File: config.mk
export PLATFORM = sky130hd
export DESIGN_NAME = freq_meter_result_filter
export DESIGN_NICKNAME = d
export VERILOG_FILES = /design/src/rtl/fmrf_pkg.sv /design/src/rtl/fmrf_serdiv.sv /design/src/rtl/freq_meter_result_filter.sv
export VERILOG_INCLUDE_DIRS = /design/src /design/src/rtl
export SDC_FILE = /design/constraint.sdc
export NUM_CORES = 1
export LEC_CHECK = 0
export ABC_AREA = 1
export BUFFER_PORTS_ARGS = -buffer_cell sky130_fd_sc_hd__buf_2
export CAP_MARGIN = 10
export CELL_PAD_IN_SITES_DETAIL_PLACEMENT = 0
export CELL_PAD_IN_SITES_GLOBAL_PLACEMENT = 1
export CORE_MARGIN = 2
export CORE_UTILIZATION = 40
export CTS_CLUSTER_SIZE = 16
export DETAILED_ROUTE_END_ITERATION = 6
export HOLD_SLACK_MARGIN = 0.03
export PLACE_DENSITY = 0.83
export SYNTH_ARGS = -nofsm -noshare
export SYNTH_HDL_FRONTEND = slang
export SYNTH_HIERARCHICAL = 1
export SYNTH_SLANG_ARGS = --single-unit
export TNS_END_PERCENT = 100
File: constraint.sdc
create_clock -name aclk -period 22.9 [get_ports aclk]
set_input_delay 0 -clock aclk [delete_from_list [all_inputs] [get_ports aclk]]
set_output_delay 0 -clock aclk [all_outputs]
set_load 0.01 [all_outputs]
File: src/rtl/freq_meter_result_filter_assert.svh
// Assertion macros shared by the frequency meter result filter RTL.
`ifndef FREQ_METER_RESULT_FILTER_ASSERT_SVH
`define FREQ_METER_RESULT_FILTER_ASSERT_SVH

// Check that a condition implies a consequence in the same cycle.
`define FMRF_ASSERT_SAME(label, clk, rstn, cond, cons) \
    label: assert property (@(posedge clk) disable iff (!rstn) (cond) |-> (cons)) \
        else $error("fmrf same-cycle check failed");

// Check that a condition implies a consequence in the next cycle.
`define FMRF_ASSERT_NEXT(label, clk, rstn, cond, cons) \
    label: assert property (@(posedge clk) disable iff (!rstn) (cond) |=> (cons)) \
        else $error("fmrf next-cycle check failed");

`endif

File: src/rtl/fmrf_pkg.sv
// Shared constants, types and factor tables of the frequency meter result filter.
`default_nettype none
package fmrf_pkg;

    localparam int FREQ_W     = 39;
    localparam int COUNT_W    = 32;
    localparam int NUM_W      = 37;
    localparam int MULT_W     = 7;
    localparam int SCALED_W   = FREQ_W + 4;
    localparam int DIV_CNT_W  = $clog2(NUM_W);
    localparam int MODE_W     = 2;
    localparam int IDX_W      = 2;
    localparam int CFG_W      = 2;
    localparam int S_TDATA_W  = 32;
    localparam int M_TDATA_W  = 48;

    localparam logic [COUNT_W-1:0] LOW_COUNT_LIMIT = 32'd1000;

    localparam logic [MODE_W-1:0] MODE_GATE   = 2'd0;
    localparam logic [MODE_W-1:0] MODE_PERIOD = 2'd1;
    localparam logic [MODE_W-1:0] MODE_CLEAR  = 2'd2;

    localparam logic [IDX_W-1:0] REG_METER_ENABLED = 2'd0;
    localparam logic [IDX_W-1:0] REG_GATE_TIME_SEL = 2'd1;
    localparam logic [IDX_W-1:0] REG_CLOCK_SEL     = 2'd2;
    localparam logic [IDX_W-1:0] REG_PERIODS_SEL   = 2'd3;

    typedef struct packed {
        logic busy;
        logic done;
    } div_status_t;

    function automatic logic [MULT_W-1:0] gate_mult(input logic en, input logic [1:0] sel);
        logic [MULT_W-1:0] m;
        if (!en) begin
            m = 7'd100;
        end else begin
            case (sel)
                2'd0:    m = 7'd100;
                2'd1:    m = 7'd10;
                default: m = 7'd1;
            endcase
        end
        return m;
    endfunction

    function automatic logic [NUM_W-1:0] period_num(input logic en, input logic [1:0] csel,
                                                    input logic [1:0] psel);
        logic [2:0]       pidx;
        logic [2:0]       e;
        logic [NUM_W-1:0] n;
        pidx = (psel == 2'd3) ? 3'd2 : {1'b0, psel};
        e    = {1'b0, csel} + pidx;
        if (!en) begin
            n = 37'd10000000;
        end else begin
            case (e)
                3'd0:    n = 37'd1000000;
                3'd1:    n = 37'd10000000;
                3'd2:    n = 37'd100000000;
                3'd3:    n = 37'd1000000000;
                3'd4:    n = 37'd10000000000;
                default: n = 37'd100000000000;
            endcase
        end
        return n;
    endfunction

endpackage
`default_nettype wire

File: src/rtl/fmrf_serdiv.sv
// Bit-serial restoring divider: one quotient bit per cycle.
`default_nettype none
module fmrf_serdiv (
    input  wire logic                         aclk,
    input  wire logic                         aresetn,
    input  wire logic                         start,
    input  wire logic [fmrf_pkg::NUM_W-1:0]   dividend,
    input  wire logic [fmrf_pkg::COUNT_W-1:0] divisor,
    output fmrf_pkg::div_status_t             status,
    output logic [fmrf_pkg::NUM_W-1:0]        quotient
);

    logic                             busy_reg, busy_next;
    logic                             done_reg, done_next;
    logic [fmrf_pkg::DIV_CNT_W-1:0]   cnt_reg, cnt_next;
    logic [fmrf_pkg::COUNT_W-1:0]     rem_reg, rem_next;
    logic [fmrf_pkg::NUM_W-1:0]       quo_reg, quo_next;
    logic [fmrf_pkg::COUNT_W-1:0]     dvs_reg, dvs_next;
    logic [fmrf_pkg::COUNT_W:0]       trial;

    always_comb begin
        busy_next = busy_reg;
        done_next = 1'b0;
        cnt_next  = cnt_reg;
        rem_next  = rem_reg;
        quo_next  = quo_reg;
        dvs_next  = dvs_reg;
        trial     = {rem_reg, quo_reg[fmrf_pkg::NUM_W-1]} - {1'b0, dvs_reg};
        if (start) begin
            busy_next = 1'b1;
            cnt_next  = fmrf_pkg::DIV_CNT_W'(fmrf_pkg::NUM_W - 1);
            rem_next  = '0;
            quo_next  = dividend;
            dvs_next  = divisor;
        end else if (busy_reg) begin
            if (!trial[fmrf_pkg::COUNT_W]) begin
                rem_next = trial[fmrf_pkg::COUNT_W-1:0];
                quo_next = {quo_reg[fmrf_pkg::NUM_W-2:0], 1'b1};
            end else begin
                rem_next = {rem_reg[fmrf_pkg::COUNT_W-2:0], quo_reg[fmrf_pkg::NUM_W-1]};
                quo_next = {quo_reg[fmrf_pkg::NUM_W-2:0], 1'b0};
            end
            cnt_next = cnt_reg - 1'b1;
            if (cnt_reg == '0) begin
                busy_next = 1'b0;
                done_next = 1'b1;
            end
        end
    end

    always_ff @(posedge aclk) begin
        if (!aresetn) begin
            busy_reg <= 1'b0;
            done_reg <= 1'b0;
        end else begin
            busy_reg <= busy_next;
            done_reg <= done_next;
        end
    end

    always_ff @(posedge aclk) begin
        cnt_reg <= cnt_next;
        rem_reg <= rem_next;
        quo_reg <= quo_next;
        dvs_reg <= dvs_next;
    end

    assign status.busy = busy_reg;
    assign status.done = done_reg;
    assign quotient    = quo_reg;

endmodule
`default_nettype wire

File: src/rtl/freq_meter_result_filter.sv
// Top level of the frequency meter result filter.
//
// Input channel s_*: one request per finished counter reading. s_tuser carries
// the mode (gate count, period count, clear), s_tdata the 32-bit count.
// Output channel m_*: exactly one result per request, in request order.
// Configuration channel cfg_*: register index and data, always ready; write
// only while no request is in flight.
// Mode clear, ignored readings and the switch to the reciprocal range go from
// accept straight to the output stage. A gate count runs the 7-step shift-add
// multiplier and then the 3-step ten-percent check. A nonzero period count runs
// the 37-step bit-serial divider and then the ten-percent check.
// One request is in work at a time; s_tready is high only when the sequencer
// is idle, so a new request is taken only once the last one is through.
// The output register parts the two sides: a new request is taken while a
// result waits, and a finished result stalls the sequencer until m_tready.
// Reset (aresetn low, synchronous) clears the state and configuration registers,
// the range flag, the previous and held frequency, and empties the output register.
`default_nettype none
`include "freq_meter_result_filter_assert.svh"
module freq_meter_result_filter (
    input  wire logic                           aclk,
    input  wire logic                           aresetn,
    input  wire logic                           s_tvalid,
    output logic                                s_tready,
    input  wire logic [fmrf_pkg::S_TDATA_W-1:0] s_tdata,  // [31:0] count
    input  wire logic [fmrf_pkg::MODE_W-1:0]    s_tuser,  // [1:0] mode
    output logic                                m_tvalid,
    input  wire logic                           m_tready,
    // [38:0] frequency, [39] found, [40] period_range, [41] restart_period, [47:42] zero
    output logic [fmrf_pkg::M_TDATA_W-1:0]      m_tdata,
    input  wire logic                           cfg_valid,
    output logic                                cfg_ready,
    input  wire logic [fmrf_pkg::IDX_W-1:0]     cfg_index,
    input  wire logic [fmrf_pkg::CFG_W-1:0]     cfg_data
);

    typedef enum logic [6:0] {
        ST_IDLE = 7'b0000001,
        ST_MUL  = 7'b0000010,
        ST_DIV  = 7'b0000100,
        ST_CMPA = 7'b0001000,
        ST_CMPB = 7'b0010000,
        ST_CMPC = 7'b0100000,
        ST_DONE = 7'b1000000
    } state_t;

    state_t                                state_reg, state_next;
    logic                                  en_reg, en_next;
    logic [1:0]                            gsel_reg, gsel_next;
    logic [1:0]                            csel_reg, csel_next;
    logic [1:0]                            psel_reg, psel_next;
    logic                                  use_period_reg, use_period_next;
    logic [fmrf_pkg::FREQ_W-1:0]           prev_reg, prev_next;
    logic [fmrf_pkg::FREQ_W-1:0]           held_reg, held_next;
    logic                                  restart_reg, restart_next;
    logic                                  m_tvalid_reg, m_tvalid_next;
    logic [fmrf_pkg::M_TDATA_W-1:0]        m_tdata_reg, m_tdata_next;
    logic [fmrf_pkg::FREQ_W-1:0]           fr_reg, fr_next;
    logic [fmrf_pkg::FREQ_W-1:0]           addend_reg, addend_next;
    logic [fmrf_pkg::MULT_W-1:0]           mult_reg, mult_next;
    logic [fmrf_pkg::SCALED_W-1:0]         scaled_reg, scaled_next;
    logic [fmrf_pkg::SCALED_W-1:0]         p9_reg, p9_next;
    logic [fmrf_pkg::SCALED_W-1:0]         p11_reg, p11_next;
    logic                                  low_reg, low_next;

    logic                                  s_accept;
    logic [fmrf_pkg::MODE_W-1:0]           in_mode;
    logic [fmrf_pkg::COUNT_W-1:0]          in_count;
    logic                                  div_start;
    fmrf_pkg::div_status_t                 div_status;
    logic [fmrf_pkg::NUM_W-1:0]            div_quotient;

    assign s_tready  = (state_reg == ST_IDLE);
    assign s_accept  = s_tvalid && s_tready;
    assign in_mode   = s_tuser;
    assign in_count  = s_tdata[fmrf_pkg::COUNT_W-1:0];
    assign cfg_ready = 1'b1;
    assign div_start = s_accept && (in_mode == fmrf_pkg::MODE_PERIOD) && use_period_reg
                       && (in_count != '0);

    fmrf_serdiv u_div (
        .aclk     (aclk),
        .aresetn  (aresetn),
        .start    (div_start),
        .dividend (fmrf_pkg::period_num(en_reg, csel_reg, psel_reg)),
        .divisor  (in_count),
        .status   (div_status),
        .quotient (div_quotient)
    );

    always_comb begin
        en_next = en_reg;
        gsel_next = gsel_reg;
        csel_next = csel_reg;
        psel_next = psel_reg;
        if (cfg_valid && cfg_ready) begin
            case (cfg_index)
                fmrf_pkg::REG_METER_ENABLED: en_next   = cfg_data[0];
                fmrf_pkg::REG_GATE_TIME_SEL: gsel_next = cfg_data;
                fmrf_pkg::REG_CLOCK_SEL:     csel_next = cfg_data;
                fmrf_pkg::REG_PERIODS_SEL:   psel_next = cfg_data;
                default:                     en_next   = en_reg;
            endcase
        end
    end

    always_comb begin
        state_next      = state_reg;
        use_period_next = use_period_reg;
        prev_next       = prev_reg;
        held_next       = held_reg;
        restart_next    = restart_reg;
        m_tvalid_next   = m_tvalid_reg;
        m_tdata_next    = m_tdata_reg;
        fr_next         = fr_reg;
        addend_next     = addend_reg;
        mult_next       = mult_reg;
        scaled_next     = scaled_reg;
        p9_next         = p9_reg;
        p11_next        = p11_reg;
        low_next        = low_reg;

        if (m_tvalid_reg && m_tready) begin
            m_tvalid_next = 1'b0;
        end

        case (state_reg)
            ST_IDLE: begin
                if (s_accept) begin
                    restart_next = 1'b0;
                    state_next   = ST_DONE;
                    case (in_mode)
                        fmrf_pkg::MODE_GATE: begin
                            if (!use_period_reg) begin
                                if (in_count < fmrf_pkg::LOW_COUNT_LIMIT) begin
                                    use_period_next = 1'b1;
                                end else begin
                                    fr_next     = '0;
                                    addend_next = fmrf_pkg::FREQ_W'(in_count);
                                    mult_next   = fmrf_pkg::gate_mult(en_reg, gsel_reg);
                                    state_next  = ST_MUL;
                                end
                            end
                        end
                        fmrf_pkg::MODE_PERIOD: begin
                            if (use_period_reg) begin
                                use_period_next = 1'b0;
                                restart_next    = 1'b1;
                                if (in_count == '0) begin
                                    fr_next    = '0;
                                    state_next = ST_CMPA;
                                end else begin
                                    state_next = ST_DIV;
                                end
                            end
                        end
                        fmrf_pkg::MODE_CLEAR: begin
                            held_next = '0;
                        end
                        default: begin
                            state_next = ST_DONE;
                        end
                    endcase
                end
            end
            ST_MUL: begin
                if (mult_reg[0]) begin
                    fr_next = fr_reg + addend_reg;
                end
                addend_next = {addend_reg[fmrf_pkg::FREQ_W-2:0], 1'b0};
                mult_next   = {1'b0, mult_reg[fmrf_pkg::MULT_W-1:1]};
                if (mult_reg[fmrf_pkg::MULT_W-1:1] == '0) begin
                    state_next = ST_CMPA;
                end
            end
            ST_DIV: begin
                if (div_status.done) begin
                    fr_next    = fmrf_pkg::FREQ_W'(div_quotient);
                    state_next = ST_CMPA;
                end
            end
            ST_CMPA: begin
                scaled_next = {1'b0, fr_reg, 3'b000} + {3'b000, fr_reg, 1'b0};
                p9_next     = {1'b0, prev_reg, 3'b000} + {4'b0000, prev_reg};
                state_next  = ST_CMPB;
            end
            ST_CMPB: begin
                p11_next   = p9_reg + {3'b000, prev_reg, 1'b0};
                low_next   = scaled_reg < p9_reg;
                state_next = ST_CMPC;
            end
            ST_CMPC: begin
                held_next  = (low_reg || (scaled_reg > p11_reg)) ? '0 : fr_reg;
                prev_next  = fr_reg;
                state_next = ST_DONE;
            end
            ST_DONE: begin
                if (!m_tvalid_reg || m_tready) begin
                    m_tvalid_next = 1'b1;
                    m_tdata_next  = {6'b000000, restart_reg, use_period_reg,
                                     (held_reg != '0), held_reg};
                    state_next    = ST_IDLE;
                end
            end
            default: begin
                state_next = ST_IDLE;
            end
        endcase
    end

    always_ff @(posedge aclk) begin
        if (!aresetn) begin
            state_reg      <= ST_IDLE;
            en_reg         <= 1'b0;
            gsel_reg       <= 2'd0;
            csel_reg       <= 2'd0;
            psel_reg       <= 2'd0;
            use_period_reg <= 1'b0;
            prev_reg       <= '0;
            held_reg       <= '0;
            restart_reg    <= 1'b0;
            m_tvalid_reg   <= 1'b0;
        end else begin
            state_reg      <= state_next;
            en_reg         <= en_next;
            gsel_reg       <= gsel_next;
            csel_reg       <= csel_next;
            psel_reg       <= psel_next;
            use_period_reg <= use_period_next;
            prev_reg       <= prev_next;
            held_reg       <= held_next;
            restart_reg    <= restart_next;
            m_tvalid_reg   <= m_tvalid_next;
        end
    end

    always_ff @(posedge aclk) begin
        m_tdata_reg <= m_tdata_next;
        fr_reg      <= fr_next;
        addend_reg  <= addend_next;
        mult_reg    <= mult_next;
        scaled_reg  <= scaled_next;
        p9_reg      <= p9_next;
        p11_reg     <= p11_next;
        low_reg     <= low_next;
    end

    assign m_tvalid = m_tvalid_reg;
    assign m_tdata  = m_tdata_reg;

    `FMRF_ASSERT_SAME(a_found_matches, aclk, aresetn, m_tvalid_reg, m_tdata_reg[39] == (m_tdata_reg[38:0] != '0))
    `FMRF_ASSERT_SAME(a_restart_leaves_range, aclk, aresetn, m_tvalid_reg, !(m_tdata_reg[41] && m_tdata_reg[40]))
    `FMRF_ASSERT_SAME(a_div_busy_in_div, aclk, aresetn, div_status.busy, state_reg == ST_DIV)
    `FMRF_ASSERT_NEXT(a_div_start_busy, aclk, aresetn, div_start, div_status.busy)

endmodule
`default_nettype wire
==> run_summary.xml <==
<?xml version="1.0" encoding="UTF-8"?>
<metrics>
  <group name="power">
    <metric name="leakage" unit="nW">17.2</metric>
    <metric name="ir_worst_vdd" unit="mV">0.0671</metric>
    <metric name="fin_total_pwr" unit="mW">3.58</metric>
    <metric name="power-per-cell-area" unit="nW/µm²">97.9</metric>
  </group>
  <group name="place">
    <metric name="globalplace.congestion" unit="">0.996</metric>
    <metric name="detailedPlacementHpwl" unit="µm">87900</metric>
    <metric name="port_buffers" unit="">86</metric>
    <metric name="dpl-instance-area" unit="µm²">34200</metric>
  </group>
  <group name="worst_setup_path">
    <metric name="setup.worst_path.start" unit="">state_reg[4]</metric>
    <metric name="timing.critical_path.cells" unit="">nor2_1 -&gt; nand2_2 -&gt; inv_1 -&gt; nand4_2 -&gt; inv_1 -&gt; nand4_1 -&gt; nor2_4 -&gt; buf_4 -&gt; nor2_2 -&gt; inv_1 -&gt; buf_4</metric>
    <metric name="critical_path_arrival" unit="ns">3.40</metric>
    <metric name="rrSetupSlack" unit="ns">19.75</metric>
    <metric name="cp_num_cells" unit="">11</metric>
    <metric name="setup.worst_path.class" unit="">reg2reg</metric>
    <metric name="critical_r2r_capture" unit="">u_div/quotient[35]</metric>
    <metric name="critPathBufInv" unit="">5</metric>
    <metric name="r2r-start" unit="">state_reg[4]</metric>
    <metric name="critPathMaxFanout" unit="">70</metric>
    <metric name="worst_path_max_delay_cell" unit="">sky130_fd_sc_hd__buf_4</metric>
    <metric name="reg2regPathDepth" unit="">11</metric>
    <metric name="crit_path_end_kind" unit="">flip-flop</metric>
    <metric name="critical-path-top-cell-by-count" unit="">sky130_fd_sc_hd__inv_1</metric>
    <metric name="worst_ep_required_time" unit="ns">23.14</metric>
    <metric name="timing.critical_path.from_type" unit="">flip-flop</metric>
    <metric name="slowest_delay" unit="ns">0.67</metric>
    <metric name="cell_family_contributing_the_most_delay_on_the_critical_path" unit="">buffers and inverters</metric>
  </group>
  <group name="synthesis">
    <metric name="yosysWarnings" unit="">6</metric>
    <metric name="synth.cell_area" unit="µm²">32700</metric>
    <metric name="synth_cells" unit="">4465</metric>
    <metric name="synthesis.area_per_instance" unit="µm²">7.32</metric>
  </group>
  <group name="cts">
    <metric name="tritoncts" unit="">built</metric>
    <metric name="cts.repair_timing.setup_buffer_count" unit="">0</metric>
    <metric name="cts_root_buf" unit="">sky130_fd_sc_hd__clkbuf_16</metric>
    <metric name="clkSinkCount" unit="">460</metric>
    <metric name="number_of_cts_inserted_buffers" unit="">52</metric>
    <metric name="postCtsHoldBufs" unit="">53</metric>
    <metric name="worstSkewPairLatency" unit="ns">0.63</metric>
    <metric name="worst_setup_hold_path_clk_slew" unit="ns">0.06</metric>
    <metric name="cts_resized" unit="">0</metric>
    <metric name="cts-htree-levels" unit="">2</metric>
    <metric name="cts_max_path_buffers" unit="">3</metric>
  </group>
  <group name="finish">
    <metric name="fillCellCount" unit="">8347</metric>
    <metric name="final_common_cell" unit="">sky130_fd_sc_hd__nand2_1</metric>
    <metric name="synthToLayoutAreaGrowth" unit="%">11.7</metric>
    <metric name="regArea" unit="µm²">12500</metric>
    <metric name="layout-drive-gt1-share" unit="%">5.99</metric>
    <metric name="final_nets" unit="">4931</metric>
    <metric name="final_cell_mix" unit="">1275 x sky130_fd_sc_hd__nand2_1, 688 x sky130_fd_sc_hd__inv_1, 427 x sky130_fd_sc_hd__nor2_1, 354 x sky130_fd_sc_hd__a21oi_1, 325 x sky130_fd_sc_hd__edfxtp_1</metric>
    <metric name="post-route-cell-area" unit="µm²">36500</metric>
    <metric name="multiInputGateArea" unit="µm²">17200</metric>
    <metric name="antenna_cells" unit="">0</metric>
  </group>
  <group name="job">
    <metric name="drv_cap" unit="">0</metric>
  </group>
  <group name="timing">
    <metric name="slew-limit-headroom" unit="%">22.5</metric>
    <metric name="final_layout_setup_total_negative_slack" unit="ns">0</metric>
    <metric name="fmaxAchievable" unit="MHz">317</metric>
    <metric name="clock-skew-final" unit="ns">0.0464</metric>
    <metric name="hold_viol" unit="">0</metric>
    <metric name="min_period_over_period" unit="%">13.8</metric>
    <metric name="rsz0062_at_grt" unit="">no</metric>
    <metric name="setup-violations-final" unit="">0</metric>
    <metric name="fin_crit" unit="ns">3.15</metric>
    <metric name="worstMarginPinSlew" unit="ns">1.16</metric>
    <metric name="max_slew_violation_total_from_the_final_report" unit="">0</metric>
  </group>
  <group name="floorplan">
    <metric name="die_x" unit="µm">290</metric>
    <metric name="initial_core_util" unit="%">40.5</metric>
    <metric name="dieArea" unit="µm²">84000</metric>
    <metric name="i_o_pin_cnt" unit="">94</metric>
    <metric name="num_rows" unit="">104</metric>
    <metric name="core_area" unit="µm²">80700</metric>
    <metric name="die-height" unit="µm">290</metric>
  </group>
  <group name="drt">
    <metric name="drt-pass1-iter-count" unit="">6</metric>
    <metric name="dr_total_vias" unit="">29300</metric>
    <metric name="drt-initial-drc-count" unit="">2353</metric>
    <metric name="routed_wirelength" unit="µm">108000</metric>
    <metric name="post_drt_wl_per_cell" unit="µm">18.9</metric>
    <metric name="avgViaCountPerCell" unit="">5.13</metric>
    <metric name="drc_errors" unit="">0</metric>
    <metric name="ant_nets" unit="">0</metric>
  </group>
  <group name="global_route">
    <metric name="grt_pass1_wl" unit="µm">165000</metric>
    <metric name="gr-total-overflow" unit="">0</metric>
    <metric name="first_global_vias" unit="">28500</metric>
    <metric name="number_of_antenna_violations_at_the_first_check_in_global_routing" unit="">1</metric>
    <metric name="grt_start_max_net_pins" unit="">86</metric>
    <metric name="groute.usage.overall" unit="%">25.4</metric>
  </group>
  <group name="worst_hold_path">
    <metric name="hold_class" unit="">in2reg</metric>
    <metric name="holdPathStages" unit="">2</metric>
    <metric name="worst_hold_startpoint" unit="">s_tdata[19]</metric>
    <metric name="worst_hold_path_endpoint" unit="">u_div/dvs_reg[19]</metric>
  </group>
  <group name="run_status">
    <metric name="status" unit="">finished, final reports clean</metric>
  </group>
</metrics>
-- worst reg2reg max path: stages (launching register included) --
cell	delay, ns
sky130_fd_sc_hd__dfxtp_1	0.35
sky130_fd_sc_hd__nor2_1	0.13
sky130_fd_sc_hd__nand2_2	0.10
sky130_fd_sc_hd__inv_1	0.09
sky130_fd_sc_hd__nand4_2	0.11
sky130_fd_sc_hd__inv_1	0.17
sky130_fd_sc_hd__nand4_1	0.19
sky130_fd_sc_hd__nor2_4	0.27
sky130_fd_sc_hd__buf_4	0.67
sky130_fd_sc_hd__nor2_2	0.15
sky130_fd_sc_hd__inv_1	0.08
sky130_fd_sc_hd__buf_4	0.44
-- metal layers --
| metal | GRT usage (%) | vias to the layer above | wire length (µm) |
|---|---|---|---|
| li1 | - | 14800 | - |
| met1 | 33.0 | 13600 | 47700 |
| met2 | 43.1 | 752 | 50700 |
| met3 | 2.96 | 167 | 5350 |
| met4 | 9.81 | 0 | 4590 |
| met5 | 0 | - | 0 |
-- worst max-delay path by stage --
stage | endpoint | slack, ns
after floorplan | p9_reg[0] | 13.45
after global placement | scaled_reg[37] | 19.83
after detailed placement | u_div/quotient[35] | 19.77
after CTS | u_div/quotient[32] | 19.75
after global routing | u_div/busy_reg | 19.41
final | u_div/quotient[35] | 19.75
-- metrics by stage --
step | hold slack, ns | worst slack (ns) | std cells | util (%)
finish | 0.113 | 19.75 | 5716 | 45.3
CTS | 0.0740 | 19.75 | 5716 | 45.3
global placement | 0.190 | 19.83 | 5566 | 42.5
floorplan | 0.0989 | 13.45 | 4478 | -
global route | 0.101 | 19.41 | 5716 | 45.3
detailed placement | 0.194 | 19.77 | 5566 | 42.5
-- power by group --
part / internal [mW] / total (mW) / switching, mW
combinational: 0.460 / 1.51 / 1.05
clock: 0.494 / 0.863 / 0.369
sequential: 1.07 / 1.20 / 0.134
-- layout make-up --
class,count,area share [%]
clock buffer,69,3.97
clock inverter,28,0.781
inverter,712,7.32
timing repair buffer,157,3.00
sequential,460,34.1
tap,1060,3.63
multi-input combinational,3230,47.2
Power figures use the tool's default switching activity.
